--- src/design/ptw_pkg.sv ---
// ---------------------------------------------------------------------------
// Page table walker package
// Shared types, codes and helper functions for the four-level walker.
// ---------------------------------------------------------------------------
`default_nettype none

package ptw_pkg;

	// Default physical address width kept from table entries.
	localparam int unsigned PHYS_ADDR_BITS_DEF = 52;

	// Input operation codes.
	localparam logic [1:0] OP_LOOKUP = 2'd0;
	localparam logic [1:0] OP_SET    = 2'd1;
	localparam logic [1:0] OP_READ   = 2'd2;
	localparam logic [1:0] OP_SWAP   = 2'd3;

	// Result kinds.
	localparam logic [1:0] KIND_READ  = 2'd0;
	localparam logic [1:0] KIND_CAS   = 2'd1;
	localparam logic [1:0] KIND_INVAL = 2'd2;
	localparam logic [1:0] KIND_DONE  = 2'd3;

	// Completion status codes.
	localparam logic [3:0] ST_XLATED    = 4'd0;
	localparam logic [3:0] ST_LEAF_2M   = 4'd1;
	localparam logic [3:0] ST_LEAF_1G   = 4'd2;
	localparam logic [3:0] ST_NOT_PRES  = 4'd3;
	localparam logic [3:0] ST_RANGE     = 4'd4;
	localparam logic [3:0] ST_BAD_BASE  = 4'd5;
	localparam logic [3:0] ST_SET       = 4'd6;
	localparam logic [3:0] ST_SWAP_FAIL = 4'd7;
	localparam logic [3:0] ST_BUSY      = 4'd8;

	// Page size codes.
	localparam logic [1:0] PSZ_4K = 2'd0;
	localparam logic [1:0] PSZ_2M = 2'd1;
	localparam logic [1:0] PSZ_1G = 2'd2;

	// Configuration register indexes.
	localparam logic [1:0] CFG_TABLE_BASE = 2'd0;
	localparam logic [1:0] CFG_USER_START = 2'd1;
	localparam logic [1:0] CFG_USER_END   = 2'd2;

	// Entry bit constants.
	localparam logic [63:0] ENTRY_CLEAR = 64'h8000_0000_0000_0007;
	localparam logic [63:0] ENTRY_PS    = 64'h0000_0000_0000_0080;
	localparam logic [63:0] PAGE_4K_OFS = 64'h0000_0000_0000_0FFF;
	localparam logic [63:0] PAGE_2M_OFS = 64'h0000_0000_001F_FFFF;
	localparam logic [8:0]  IDX_MASK    = 9'h1FF;

	// One input item.
	typedef struct packed {
		logic [1:0]  op;
		logic [63:0] vaddr;
		logic [63:0] flags;
		logic [63:0] mdata;
	} item_t;

	// One result item.
	typedef struct packed {
		logic [1:0]  kind;
		logic [63:0] target_addr;
		logic [63:0] write_data;
		logic [63:0] expected_data;
		logic [3:0]  status;
		logic [1:0]  fault_level;
		logic [1:0]  page_size;
		logic [51:0] paddr;
		logic [63:0] leaf_entry;
		logic        last;
	} result_t;

	// Results produced by the walker core for the item in its stage.
	typedef struct packed {
		logic [1:0] count;
		result_t    r0;
		result_t    r1;
	} core_res_t;

	// Configuration register values.
	typedef struct packed {
		logic [51:0] table_base;
		logic [63:0] user_start;
		logic [63:0] user_end;
	} cfg_t;

	// Address of the entry for a level: table bits masked, index from the vaddr.
	function automatic logic [63:0] entry_addr(input logic [63:0] tbl,
			input logic [63:0] va, input logic [1:0] lvl, input logic [63:0] mask);
		logic [8:0] idx;
		case (lvl)
			2'd0: idx = va[47:39];
			2'd1: idx = va[38:30];
			2'd2: idx = va[29:21];
			default: idx = va[20:12];
		endcase
		return (tbl & mask) | {52'd0, idx & IDX_MASK, 3'd0};
	endfunction

	// Build a result item.
	function automatic result_t mk_res(input logic [1:0] kind,
			input logic [63:0] target, input logic [63:0] wdata,
			input logic [63:0] expd, input logic [3:0] status,
			input logic [1:0] lvl, input logic [1:0] psize,
			input logic [51:0] phys, input logic [63:0] leaf, input logic last);
		result_t r;
		r.kind          = kind;
		r.target_addr   = target;
		r.write_data    = wdata;
		r.expected_data = expd;
		r.status        = status;
		r.fault_level   = lvl;
		r.page_size     = psize;
		r.paddr         = phys;
		r.leaf_entry    = leaf;
		r.last          = last;
		return r;
	endfunction

endpackage

`default_nettype wire

--- src/design/page_table_walker_with_permission_update_top.sv ---
// ---------------------------------------------------------------------------
// Page table walker with permission update
// Four-level page table walker that issues entry reads and permission swaps.
// ---------------------------------------------------------------------------
// Requests (lookup, set-permission) and memory responses (table read, swap)
// arrive on the s_axis channel; tuser carries the operation. Each accepted
// request goes into an input register, is decoded against the walk state,
// and its results go into a two-entry result queue that drives m_axis; tuser
// carries the result kind and tlast marks the final result. A result reaches
// m_axis through the input register and then the result queue register.
// Throughput is one request per cycle: a request yielding one result moves
// on whenever a queue slot is free. A successful swap response yields an
// invalidate followed by a completion and waits until both slots are free.
// Configuration writes on the cfg channel are always taken and should only
// be made while the walker is idle. Reset clears the configuration
// registers to zero, puts the walker in its idle phase and empties the
// queue. When the receiver stalls, the queue fills, the input register
// holds its request and s_axis_tready drops.
// ---------------------------------------------------------------------------
`default_nettype none

module page_table_walker_with_permission_update_top #(
	parameter int unsigned PHYS_ADDR_BITS = ptw_pkg::PHYS_ADDR_BITS_DEF
) (
	input  wire logic         clk,
	input  wire logic         arst_n,
	// Request stream
	input  wire logic         s_axis_tvalid,
	output logic              s_axis_tready,
	// tdata: vaddr[63:0], perm_flags[127:64], mem_data[191:128]
	input  wire logic [191:0] s_axis_tdata,
	// tuser: operation[1:0]
	input  wire logic [1:0]   s_axis_tuser,
	// Result stream
	output logic              m_axis_tvalid,
	input  wire logic         m_axis_tready,
	// tdata: target_addr[63:0], write_data[127:64], expected_data[191:128],
	// status[195:192], fault_level[197:196], page_size[199:198],
	// paddr[251:200], leaf_entry[315:252], zero[319:316]
	output logic [319:0]      m_axis_tdata,
	// tuser: kind[1:0]
	output logic [1:0]        m_axis_tuser,
	output logic              m_axis_tlast,
	// Configuration writes
	input  wire logic         cfg_valid,
	output logic              cfg_ready,
	input  wire logic [1:0]   cfg_index,
	input  wire logic [63:0]  cfg_data
);

	ptw_pkg::cfg_t      cfg_q;
	ptw_pkg::item_t     item_s1;
	logic               valid_s1;
	logic               adv;
	logic [1:0]         free;
	ptw_pkg::core_res_t res;
	ptw_pkg::result_t   head;

	// Configuration registers.
	assign cfg_ready = 1'b1;

	always_ff @(posedge clk or negedge arst_n) begin
		if (!arst_n) begin
			cfg_q <= '0;
		end else if (cfg_valid && cfg_ready) begin
			case (cfg_index)
				ptw_pkg::CFG_TABLE_BASE: cfg_q.table_base <= cfg_data[51:0];
				ptw_pkg::CFG_USER_START: cfg_q.user_start <= cfg_data;
				ptw_pkg::CFG_USER_END:   cfg_q.user_end   <= cfg_data;
				default: ;
			endcase
		end
	end

	// Input register; the request moves on once the queue has room for it.
	assign adv           = valid_s1 && (res.count <= free);
	assign s_axis_tready = !valid_s1 || adv;

	always_ff @(posedge clk or negedge arst_n) begin
		if (!arst_n) begin
			valid_s1 <= 1'b0;
		end else if (s_axis_tvalid && s_axis_tready) begin
			valid_s1 <= 1'b1;
		end else if (adv) begin
			valid_s1 <= 1'b0;
		end
	end

	always_ff @(posedge clk) begin
		if (s_axis_tvalid && s_axis_tready) begin
			item_s1.op    <= s_axis_tuser;
			item_s1.vaddr <= s_axis_tdata[63:0];
			item_s1.flags <= s_axis_tdata[127:64];
			item_s1.mdata <= s_axis_tdata[191:128];
		end
	end

	ptw_core #(
		.PHYS_ADDR_BITS(PHYS_ADDR_BITS)
	) u_core (
		.clk   (clk),
		.arst_n(arst_n),
		.item  (item_s1),
		.fire  (adv),
		.cfg   (cfg_q),
		.res   (res)
	);

	ptw_out_queue u_queue (
		.clk       (clk),
		.arst_n    (arst_n),
		.push      (adv),
		.res       (res),
		.pop_ready (m_axis_tready),
		.head_valid(m_axis_tvalid),
		.head      (head),
		.free      (free)
	);

	// Result packing.
	assign m_axis_tuser = head.kind;
	assign m_axis_tlast = head.last;
	assign m_axis_tdata = {4'd0, head.leaf_entry, head.paddr, head.page_size,
	                       head.fault_level, head.status, head.expected_data,
	                       head.write_data, head.target_addr};

`ifndef SYNTHESIS
	// An invalidate is always followed directly by its completion.
	a_inval_then_done: assert property (@(posedge clk) disable iff (!arst_n)
		(m_axis_tvalid && m_axis_tready && m_axis_tuser == ptw_pkg::KIND_INVAL)
		|=> (m_axis_tvalid && m_axis_tuser == ptw_pkg::KIND_DONE && m_axis_tlast))
		else $error("invalidate not followed by its completion");

	// A request that cannot move on stays in the input register unchanged.
	a_s1_hold: assert property (@(posedge clk) disable iff (!arst_n)
		(valid_s1 && !adv) |=> (valid_s1 && $stable(item_s1)))
		else $error("input register lost a waiting request");

	// Entry reads and swaps always target an eight-byte aligned entry.
	a_entry_aligned: assert property (@(posedge clk) disable iff (!arst_n)
		(adv && res.count != 2'd0 &&
		(res.r0.kind == ptw_pkg::KIND_READ || res.r0.kind == ptw_pkg::KIND_CAS))
		|-> (res.r0.target_addr[2:0] == 3'd0))
		else $error("misaligned entry address");
`endif

endmodule

`default_nettype wire

--- src/design/ptw_core.sv ---
// ---------------------------------------------------------------------------
// Page table walker core
// Decodes one item against the walk state and updates that state.
// ---------------------------------------------------------------------------
`default_nettype none

module ptw_core #(
	parameter int unsigned PHYS_ADDR_BITS = ptw_pkg::PHYS_ADDR_BITS_DEF
) (
	input  wire logic              clk,
	input  wire logic              arst_n,
	input  wire ptw_pkg::item_t    item,
	input  wire logic              fire,
	input  wire ptw_pkg::cfg_t     cfg,
	output ptw_pkg::core_res_t     res
);

	localparam logic [63:0] AddrMask =
		((64'd1 << PHYS_ADDR_BITS) - 64'd1) & ~ptw_pkg::PAGE_4K_OFS;

	typedef enum logic [5:0] {
		PH_IDLE = 6'b000001,
		PH_RD0  = 6'b000010,
		PH_RD1  = 6'b000100,
		PH_RD2  = 6'b001000,
		PH_RD3  = 6'b010000,
		PH_SWAP = 6'b100000
	} phase_t;

	phase_t      phase_q, phase_n;
	logic [63:0] vaddr_q, vaddr_n;
	logic [63:0] flags_q, flags_n;
	logic        is_set_q, is_set_n;
	logic [63:0] entry_q, entry_n;
	logic        large_q, large_n;

	logic [1:0]  lvl;
	logic        rd_wait;
	logic        ps;
	logic        present;
	logic [63:0] base_m;
	logic [63:0] pa;
	logic [63:0] cas_data;
	logic [63:0] page;
	logic [1:0]  psz_sw;
	logic [1:0]  lvl_sw;
	phase_t      phase_nx;

	// Level being read and the phase that follows it.
	always_comb begin
		case (phase_q)
			PH_RD0: begin
				lvl = 2'd0;
				phase_nx = PH_RD1;
			end
			PH_RD1: begin
				lvl = 2'd1;
				phase_nx = PH_RD2;
			end
			PH_RD2: begin
				lvl = 2'd2;
				phase_nx = PH_RD3;
			end
			PH_RD3: begin
				lvl = 2'd3;
				phase_nx = PH_IDLE;
			end
			default: begin
				lvl = 2'd0;
				phase_nx = PH_IDLE;
			end
		endcase
	end

	assign rd_wait   = (phase_q == PH_RD0) || (phase_q == PH_RD1) ||
	                   (phase_q == PH_RD2) || (phase_q == PH_RD3);
	assign ps        = item.mdata[7];
	assign present   = item.mdata[0];
	assign base_m    = {12'd0, cfg.table_base} & AddrMask;
	assign pa        = (item.mdata & AddrMask) | (vaddr_q & ptw_pkg::PAGE_4K_OFS);
	assign cas_data  = (item.mdata & ~ptw_pkg::ENTRY_CLEAR) | flags_q |
	                   ((lvl == 2'd2) ? ptw_pkg::ENTRY_PS : 64'd0);
	assign page      = large_q ? (vaddr_q & ~ptw_pkg::PAGE_2M_OFS)
	                           : (vaddr_q & ~ptw_pkg::PAGE_4K_OFS);
	assign psz_sw    = large_q ? ptw_pkg::PSZ_2M : ptw_pkg::PSZ_4K;
	assign lvl_sw    = large_q ? 2'd2 : 2'd3;

	// Result and next state for the item in the stage.
	always_comb begin
		res      = '0;
		phase_n  = phase_q;
		vaddr_n  = vaddr_q;
		flags_n  = flags_q;
		is_set_n = is_set_q;
		entry_n  = entry_q;
		large_n  = large_q;
		case (item.op)
			ptw_pkg::OP_LOOKUP, ptw_pkg::OP_SET: begin
				res.count = 2'd1;
				if (phase_q != PH_IDLE) begin
					res.r0 = ptw_pkg::mk_res(ptw_pkg::KIND_DONE, '0, '0, '0,
						ptw_pkg::ST_BUSY, 2'd0, ptw_pkg::PSZ_4K, '0, '0, 1'b1);
				end else if (item.op == ptw_pkg::OP_SET &&
						(item.vaddr < cfg.user_start || item.vaddr >= cfg.user_end)) begin
					res.r0 = ptw_pkg::mk_res(ptw_pkg::KIND_DONE, '0, '0, '0,
						ptw_pkg::ST_RANGE, 2'd0, ptw_pkg::PSZ_4K, '0, '0, 1'b1);
				end else if (item.op == ptw_pkg::OP_SET && base_m == 64'd0) begin
					res.r0 = ptw_pkg::mk_res(ptw_pkg::KIND_DONE, '0, '0, '0,
						ptw_pkg::ST_BAD_BASE, 2'd0, ptw_pkg::PSZ_4K, '0, '0, 1'b1);
				end else begin
					vaddr_n  = item.vaddr;
					flags_n  = item.flags;
					is_set_n = (item.op == ptw_pkg::OP_SET);
					entry_n  = {12'd0, cfg.table_base};
					large_n  = 1'b0;
					phase_n  = PH_RD0;
					res.r0 = ptw_pkg::mk_res(ptw_pkg::KIND_READ,
						ptw_pkg::entry_addr({12'd0, cfg.table_base}, item.vaddr, 2'd0,
						AddrMask), '0, '0, ptw_pkg::ST_XLATED, 2'd0, ptw_pkg::PSZ_4K,
						'0, '0, 1'b1);
				end
			end
			ptw_pkg::OP_READ: begin
				if (rd_wait) begin
					res.count = 2'd1;
					if (!present) begin
						phase_n = PH_IDLE;
						res.r0 = ptw_pkg::mk_res(ptw_pkg::KIND_DONE, '0, '0, '0,
							ptw_pkg::ST_NOT_PRES, lvl, ptw_pkg::PSZ_4K, '0, item.mdata, 1'b1);
					end else if (lvl == 2'd1 && ps) begin
						phase_n = PH_IDLE;
						res.r0 = ptw_pkg::mk_res(ptw_pkg::KIND_DONE, '0, '0, '0,
							ptw_pkg::ST_LEAF_1G, 2'd1, ptw_pkg::PSZ_1G, '0, item.mdata, 1'b1);
					end else if ((lvl == 2'd2 && ps) || lvl == 2'd3) begin
						if (!is_set_q) begin
							phase_n = PH_IDLE;
							if (lvl == 2'd2) begin
								res.r0 = ptw_pkg::mk_res(ptw_pkg::KIND_DONE, '0, '0, '0,
									ptw_pkg::ST_LEAF_2M, 2'd2, ptw_pkg::PSZ_2M, '0,
									item.mdata, 1'b1);
							end else begin
								res.r0 = ptw_pkg::mk_res(ptw_pkg::KIND_DONE, '0, '0, '0,
									ptw_pkg::ST_XLATED, 2'd3, ptw_pkg::PSZ_4K, pa[51:0],
									item.mdata, 1'b1);
							end
						end else begin
							large_n = (lvl == 2'd2);
							entry_n = item.mdata;
							phase_n = PH_SWAP;
							res.r0 = ptw_pkg::mk_res(ptw_pkg::KIND_CAS,
								ptw_pkg::entry_addr(entry_q, vaddr_q, lvl, AddrMask),
								cas_data, item.mdata, ptw_pkg::ST_XLATED, lvl,
								(lvl == 2'd2) ? ptw_pkg::PSZ_2M : ptw_pkg::PSZ_4K, '0,
								item.mdata, 1'b1);
						end
					end else begin
						// Descend to the next table.
						entry_n = item.mdata;
						phase_n = phase_nx;
						res.r0 = ptw_pkg::mk_res(ptw_pkg::KIND_READ,
							ptw_pkg::entry_addr(item.mdata, vaddr_q, lvl + 2'd1, AddrMask),
							'0, '0, ptw_pkg::ST_XLATED, 2'd0, ptw_pkg::PSZ_4K, '0, '0, 1'b1);
					end
				end
			end
			ptw_pkg::OP_SWAP: begin
				if (phase_q == PH_SWAP) begin
					phase_n = PH_IDLE;
					if (item.mdata == entry_q) begin
						res.count = 2'd2;
						res.r0 = ptw_pkg::mk_res(ptw_pkg::KIND_INVAL, page, '0, '0,
							ptw_pkg::ST_XLATED, 2'd0, psz_sw, '0, '0, 1'b0);
						res.r1 = ptw_pkg::mk_res(ptw_pkg::KIND_DONE, '0, '0, '0,
							ptw_pkg::ST_SET, lvl_sw, psz_sw, '0, entry_q, 1'b1);
					end else begin
						res.count = 2'd1;
						res.r0 = ptw_pkg::mk_res(ptw_pkg::KIND_DONE, '0, '0, '0,
							ptw_pkg::ST_SWAP_FAIL, lvl_sw, psz_sw, '0, entry_q, 1'b1);
					end
				end
			end
			default: begin
				res.count = 2'd0;
			end
		endcase
	end

	// Walk state, updated when the item leaves the stage.
	always_ff @(posedge clk or negedge arst_n) begin
		if (!arst_n) begin
			phase_q  <= PH_IDLE;
			vaddr_q  <= '0;
			flags_q  <= '0;
			is_set_q <= 1'b0;
			entry_q  <= '0;
			large_q  <= 1'b0;
		end else if (fire) begin
			phase_q  <= phase_n;
			vaddr_q  <= vaddr_n;
			flags_q  <= flags_n;
			is_set_q <= is_set_n;
			entry_q  <= entry_n;
			large_q  <= large_n;
		end
	end

endmodule

`default_nettype wire

--- src/design/ptw_out_queue.sv ---
// ---------------------------------------------------------------------------
// Page table walker result queue
// Two-entry result register that takes up to two results in one cycle.
// ---------------------------------------------------------------------------
`default_nettype none

module ptw_out_queue (
	input  wire logic                clk,
	input  wire logic                arst_n,
	input  wire logic                push,
	input  wire ptw_pkg::core_res_t  res,
	input  wire logic                pop_ready,
	output logic                     head_valid,
	output ptw_pkg::result_t         head,
	output logic [1:0]               free
);

	ptw_pkg::result_t slot0_q, slot1_q;
	ptw_pkg::result_t slot0_n, slot1_n, slot0_ap;
	logic [1:0]       count_q;
	logic [1:0]       cnt_ap;
	logic [1:0]       n_push;
	logic             pop;

	assign head_valid = (count_q != 2'd0);
	assign head       = slot0_q;
	assign free       = 2'd2 - count_q;
	assign pop        = head_valid && pop_ready;
	assign n_push     = push ? res.count : 2'd0;

	// Shift out the head, then place new results behind what remains.
	always_comb begin
		cnt_ap   = count_q - {1'b0, pop};
		slot0_ap = pop ? slot1_q : slot0_q;
		slot0_n  = slot0_ap;
		slot1_n  = slot1_q;
		if (n_push != 2'd0 && cnt_ap == 2'd0) begin
			slot0_n = res.r0;
		end
		if (n_push == 2'd2) begin
			slot1_n = res.r1;
		end else if (n_push == 2'd1 && cnt_ap == 2'd1) begin
			slot1_n = res.r0;
		end
	end

	// Occupancy count.
	always_ff @(posedge clk or negedge arst_n) begin
		if (!arst_n) begin
			count_q <= 2'd0;
		end else begin
			count_q <= cnt_ap + n_push;
		end
	end

	// Result slots.
	always_ff @(posedge clk) begin
		slot0_q <= slot0_n;
		slot1_q <= slot1_n;
	end

endmodule

`default_nettype wire

--- config.mk ---
export PLATFORM = sky130hd
export DESIGN_NAME = page_table_walker_with_permission_update_top
export DESIGN_NICKNAME = d
export VERILOG_FILES = /design/src/design/ptw_pkg.sv /design/src/design/page_table_walker_with_permission_update_top.sv /design/src/design/ptw_core.sv /design/src/design/ptw_out_queue.sv
export SDC_FILE = /design/constraint.sdc
export NUM_CORES = 2
export LEC_CHECK = 0
export BUFFER_PORTS_ARGS = -buffer_cell sky130_fd_sc_hd__buf_2
export CAP_MARGIN = 20
export CORE_AREA = 10 10 330 332
export CTS_BUF_LIST = sky130_fd_sc_hd__clkbuf_8
export DETAILED_ROUTE_END_ITERATION = 7
export DIE_AREA = 0 0 340 342
export GPL_TIMING_DRIVEN = 0
export PLACE_DENSITY = 0.79
export SLEW_MARGIN = 20
export SYNTH_ARGS = -nofsm -noshare
export SYNTH_HDL_FRONTEND = slang
export SYNTH_HIERARCHICAL = 1
export SYNTH_SLANG_ARGS = --single-unit
export TNS_END_PERCENT = 10
--- constraint.sdc ---
create_clock -name clk -period 20.7 [get_ports clk]
set_input_delay 6.21 -clock clk [delete_from_list [all_inputs] [get_ports clk]]
set_output_delay 6.21 -clock clk [all_outputs]
set_load 0.02 [all_outputs]
Word-level counts from Yosys, hierarchy flattened
Index checks and enable logic that the tools add are counted.

$add $sub $neg: 4. $lt $le $gt $ge: 3. Eq/ne operators: 30. Muxes and demuxes: 73. Bitwise gates (word level): 9. Reduce and logical (&&, ||, !) cells: 36.

Operators with widths (number): 2-to-1 mux 319 bit (13); case mux 321 bit (3 select lines) (1); 2-to-1 mux 640 bit (1); 2-to-1 mux 64 bit (8); 2-to-1 mux 321 bit (1); 2-to-1 mux 320 bit (1); bitwise OR 52 x 12 -> 52 bit (4); 2-to-1 mux 9 bit (15); case mux 64 bit (2 select lines) (1); 2-to-1 mux 122 bit (1); equality test 64 bit (1); greater-or-equal comparator 64 bit (1); zero test 64 bit (1); < comparator 64 bit (1); bitwise OR 63 x 64 -> 64 bit (1); bitwise OR 64 bit (1); 2-to-1 mux 6 bit (9); case mux 9 bit (3 select lines) (2); 2-to-1 mux 21 bit (1); case mux 6 bit (3 select lines) (1); case mux 5 bit (3 select lines) (1); equality test 2 bit, second input constant (7); 2-to-1 mux 1 bit (13); equality test 2 x 1 -> 1 bit, second input constant (6); other kinds (30) (63).

Register bits after elaboration: 1215. Bits of input ports: 265. Output and inout port bits: 326. Logic and storage cells: 190.

Longest topological paths before layout
Depth after elaboration: 24. Mapped depth: 23. Depth with buffers taken out: 17.

Cells and area by module
The synthesis kept the hierarchy.

By module, submodules not included: ptw_out_queue (times used 1, cells an instance 1371, area an instance 28529.9 um^2, seq. area each 19208.4 um^2); ptw_core (times used 1, cells an instance 2097, area an instance 18482.7 um^2, seq. area each 5006.1 um^2); page_table_walker_with_permission_update_top (times used 1, cells an instance 595, area an instance 12741.0 um^2, seq. area each 10354.9 um^2).

Least setup slack after synthesis
No wires, ideal clock.

Path kind: input-to-reg. Start point: input port m_axis_tready. End point: register u_queue/slot1_q[0] in the netlist's numbering (enable). Setup time: 0.711 ns. Arrival time: 13.996 ns. Required time: 19.989 ns. Slack: 5.993 ns. Cell stages on the path: 5. Buffers on the path: 0. Cells stage by stage: nor2b_1 -> ha_1 -> nor2b_1 -> and3b_1 -> o21a_1.

Cells in the longest elaborated chain, start to end: 5.

RTL lines: start, declared (RTL line page_table_walker_with_permission_update_top.sv:36) `input wire logic m_axis_tready,`; logical AND 1 bit (RTL line ptw_out_queue.sv:28) `assign pop = head_valid && pop_ready;`; subtractor 2 x 1 -> 2 bit (RTL line ptw_out_queue.sv:33) `cnt_ap = count_q - {1'b0, pop};`; equality test 2 x 1 -> 1 bit (RTL line ptw_out_queue.sv:42) `end else if (n_push == 2'd1 && cnt_ap == 2'd1) begin`; logical AND 1 bit (RTL line ptw_out_queue.sv:42); nonzero test 2 bit (no source line); end signal, assigned (RTL line ptw_out_queue.sv:59) `slot1_q <= slot1_n;`; end, declared (RTL line ptw_out_queue.sv:18) `ptw_pkg::result_t slot0_q, slot1_q;`.

No other way between the ends. A chain may end at the register's enable or synchronous reset.

==> results.ini <==
[pwr]
leakagePower_uw=0.0310
power_density_nw_per_um2=130
ir_drop_v=0.0000809

[layout]
post-route-util_pct=68.2
final_common_cell=edfxtp_1
nets=5521
layout-drive-gt1-share_pct=41.4
fin_area_um2=69900
final_cell_mix=832 x edfxtp_1, 643 x buf_2, 576 x mux2_2
final.fill_count=7224
instances_no_fill=6688
synthToLayoutAreaGrowth_pct=17.1

[floorplan]
start_util_pct=58.2
boundaryPins=591
dieWidth_um=340
core_um2=103000
die-area_um2=116000
die_y_um=342
placementRows=118

[job]
timing.max_cap.violations=0

[place]
gp_congestion=0.950
dp_hpwl_mm=136
postPlaceCellArea_um2=66000
dp_cells=6305
port_buffers=585

[worst_hold_path]
holdPathEnd=u_core/flags_q[25]
hold_depth=1
hold_class=register to register
hold_start=item_s1[89]

[route]
vias=38000
ant_nets=0
dr.pass1.iters=8
post_drt_wl_per_cell_um=27.3
via_per_inst=5.69
drc=9
finalWirelength_mm=182
drt-initial-drc-count=3944

[timing]
finalCritPeriodShare_pct=58.9
hold_viol=0
drv_slew=0
fmaxAchievable_ghz=0.0820
setup_tns_ns=0
setup_viol=0
fin_skew_ns=0.0618
slew_headroom_pct=23.6
rsz0062_at_grt=no
period_minus_slack_ns=12.20
worst_pin_slew_ns=1.15

[critical_path]
ff2ff_path_depth=23
required_ns=14.49
crit_type=register to primary output
reg2reg_slack_ns=13.09
r2r_start=item_s1[41]
worstSetupStartpointType=register
critPathMaxFanout=10
timing.rr.end=u_queue/head[187]
crit_path_end_kind=primary output
cp.arrival_ns=5.99

[logic_synthesis]
syn-cell-area_um2=59800
syn_inst=4063
synthArstFlopShare_pct=31.5
synthDistinctLibCells=78
synth_top_flop_cell=edfxtp_1
synth_edf_count=832
yosys_warnings=6
synth_area_per_cell_um2=14.7
ys_seq_elements=1215
yosysSeqAreaShare_pct=57.9

[grt]
antenna_found_initial=20
grt_overflow=0
grt_max_degree=97
grt_pass1_vias=38800
grt_pass1_wl_mm=259
grt_use_total_pct=30.4

[cts]
hold_buffers=0
numCtsBuffers=198
clock_latency_ns=0.90
clkTransAtPathRegs_ns=0.06
htreeDepth=4
cts_tree=done
cts_root_buf=clkbuf_8
cts_sinks=1215
post_cts_buffers=0
cts_resized=0
ctsLongestPathBuffers=3

[status]
violations=DRC
status=complete, but fails checks

-- metrics by stage --
stage,total power (uW),hold slack (ns),setup WS [ns]
6_report,9070,0.442,8.50
5_1_grt,9410,0.440,8.38
4_1_cts,9070,0.430,8.58
3_5_place_dp,7030,0.443,9.64
3_3_place_gp,7060,0.437,0.963
2_1_floorplan,5880,0.432,5.99
-- power by group --
group          total [uW]  switching [uW]  internal (uW)  leakage, uW
sequential           4230             668           3560       0.0125
clock                2040             991           1050      0.00236
combinational        2810            1590           1220       0.0161
total                9070            3250           5820       0.0310
-- synthesized netlist by cell type (3+ instances only) --
cell / instances / area (um2)
a221o_1: 17 / 170
buf_2: 59 / 295
ha_1: 131 / 1640
nor2_1: 24 / 90.1
edfxtp_1: 832 / 25000
dfrtp_1: 382 / 9560
xnor2_1: 65 / 569
o21ai_0: 124 / 621
nand3b_1: 3 / 22.5
mux2_4: 346 / 5190
nand3_1: 19 / 95.1
a222oi_1: 40 / 400
mux2_1: 80 / 901
buf_1: 6 / 22.5
buf_6: 24 / 270
nand2b_1: 7 / 43.8
a21o_1: 14 / 105
mux2_2: 576 / 6490
o32ai_1: 8 / 70.1
a22oi_1: 3 / 22.5
clkbuf_1: 76 / 285
o21a_1: 54 / 405
inv_1: 202 / 758
a221oi_1: 4 / 35.0
conb_1: 3 / 11.3
mux2i_1: 16 / 160
a211o_1: 3 / 26.3
and3_1: 51 / 319
and4_1: 5 / 43.8
nor4_1: 19 / 119
o22a_1: 7 / 61.3
o21ai_1: 13 / 65.1
buf_12: 33 / 661
a22o_1: 50 / 438
and2_1: 153 / 957
o31a_1: 5 / 43.8
nor2b_1: 12 / 75.1
buf_4: 265 / 1990
nand4_1: 46 / 288
a21oi_1: 75 / 375
nor3_1: 9 / 45.0
nand2_1: 155 / 582
a31oi_1: 3 / 18.8
-- flip-flops by register name, summed over array words and instances (netlist names) --
| signal | cells |
|---|---|
| cfg_q | 180 |
| item_s1 | 194 |
| u_core/entry_q | 64 |
| u_core/flags_q | 64 |
| u_core/is_set_q | 1 |
| u_core/large_q | 1 |
| u_core/phase_q | 6 |
| u_core/vaddr_q | 64 |
| u_queue/count_q | 2 |
| u_queue/head | 319 |
| u_queue/slot1_q | 319 |
| valid_s1 | 1 |
-- layout make-up --
type	count	area [um2]	area share (%)
inverter	202	758	1.08
buffer	463	3530	5.04
timing repair buffer	610	3570	5.10
antenna	6	15.0	0.0215
tap	1380	1730	2.47
multi-input combinational	2435	21900	31.3
clock buffer	227	3120	4.47
sequential	1215	34600	49.4
clock inverter	150	774	1.11
-- cell families after synthesis --
family	after synthesis	share of synthesized area [%]
adders and majority gates	131	2.74
muxes	1018	21.3
other	3	0.0188
buffers and inverters	665	7.17
and+or+nand+nor	518	4.74
xor gates and xnor gates	67	0.995
DFF	1215	57.9
AOI/OAI and AO/OA	446	5.16
-- worst max-delay path, cell delays in order, from the launching register on --
cell	delay [ns]
edfxtp_1	0.68
xnor2_1	0.38
nand4_1	0.18
nor4_1	0.51
nand4_1	0.24
and2_1	0.20
clkbuf_1	0.27
inv_1	0.47
clkbuf_1	0.73
nand3_1	0.31
buf_4	0.24
inv_1	0.06
ha_1	0.15
nor2b_1	0.06
o211ai_1	0.35
buf_2	0.25
-- worst max path at each step --
stage	from	endpoint	slack (ns)	cells past startpoint
after floorplan	m_axis_tready	u_queue/slot1_q[0]	5.99	5
after global placement	m_axis_tready	u_queue/slot1_q[224]	0.96	6
after detailed placement	item_s1[41]	s_axis_tready	9.64	15
after CTS	item_s1[41]	s_axis_tready	8.58	15
after global routing	item_s1[41]	s_axis_tready	8.38	15
final	item_s1[41]	s_axis_tready	8.50	15
-- per-layer routing --
| metal | global-route usage [%] | wire (um) | part of all wire, % |
|---|---|---|---|
| met5 | 0 | 79 | 0.043 |
| met1 | 37.6 | 69900 | 38 |
| met4 | 15.4 | 9870 | 5.4 |
| met2 | 49.7 | 86900 | 48 |
| met3 | 7.37 | 15500 | 8.5 |
(Power assumes the default switching activity.)
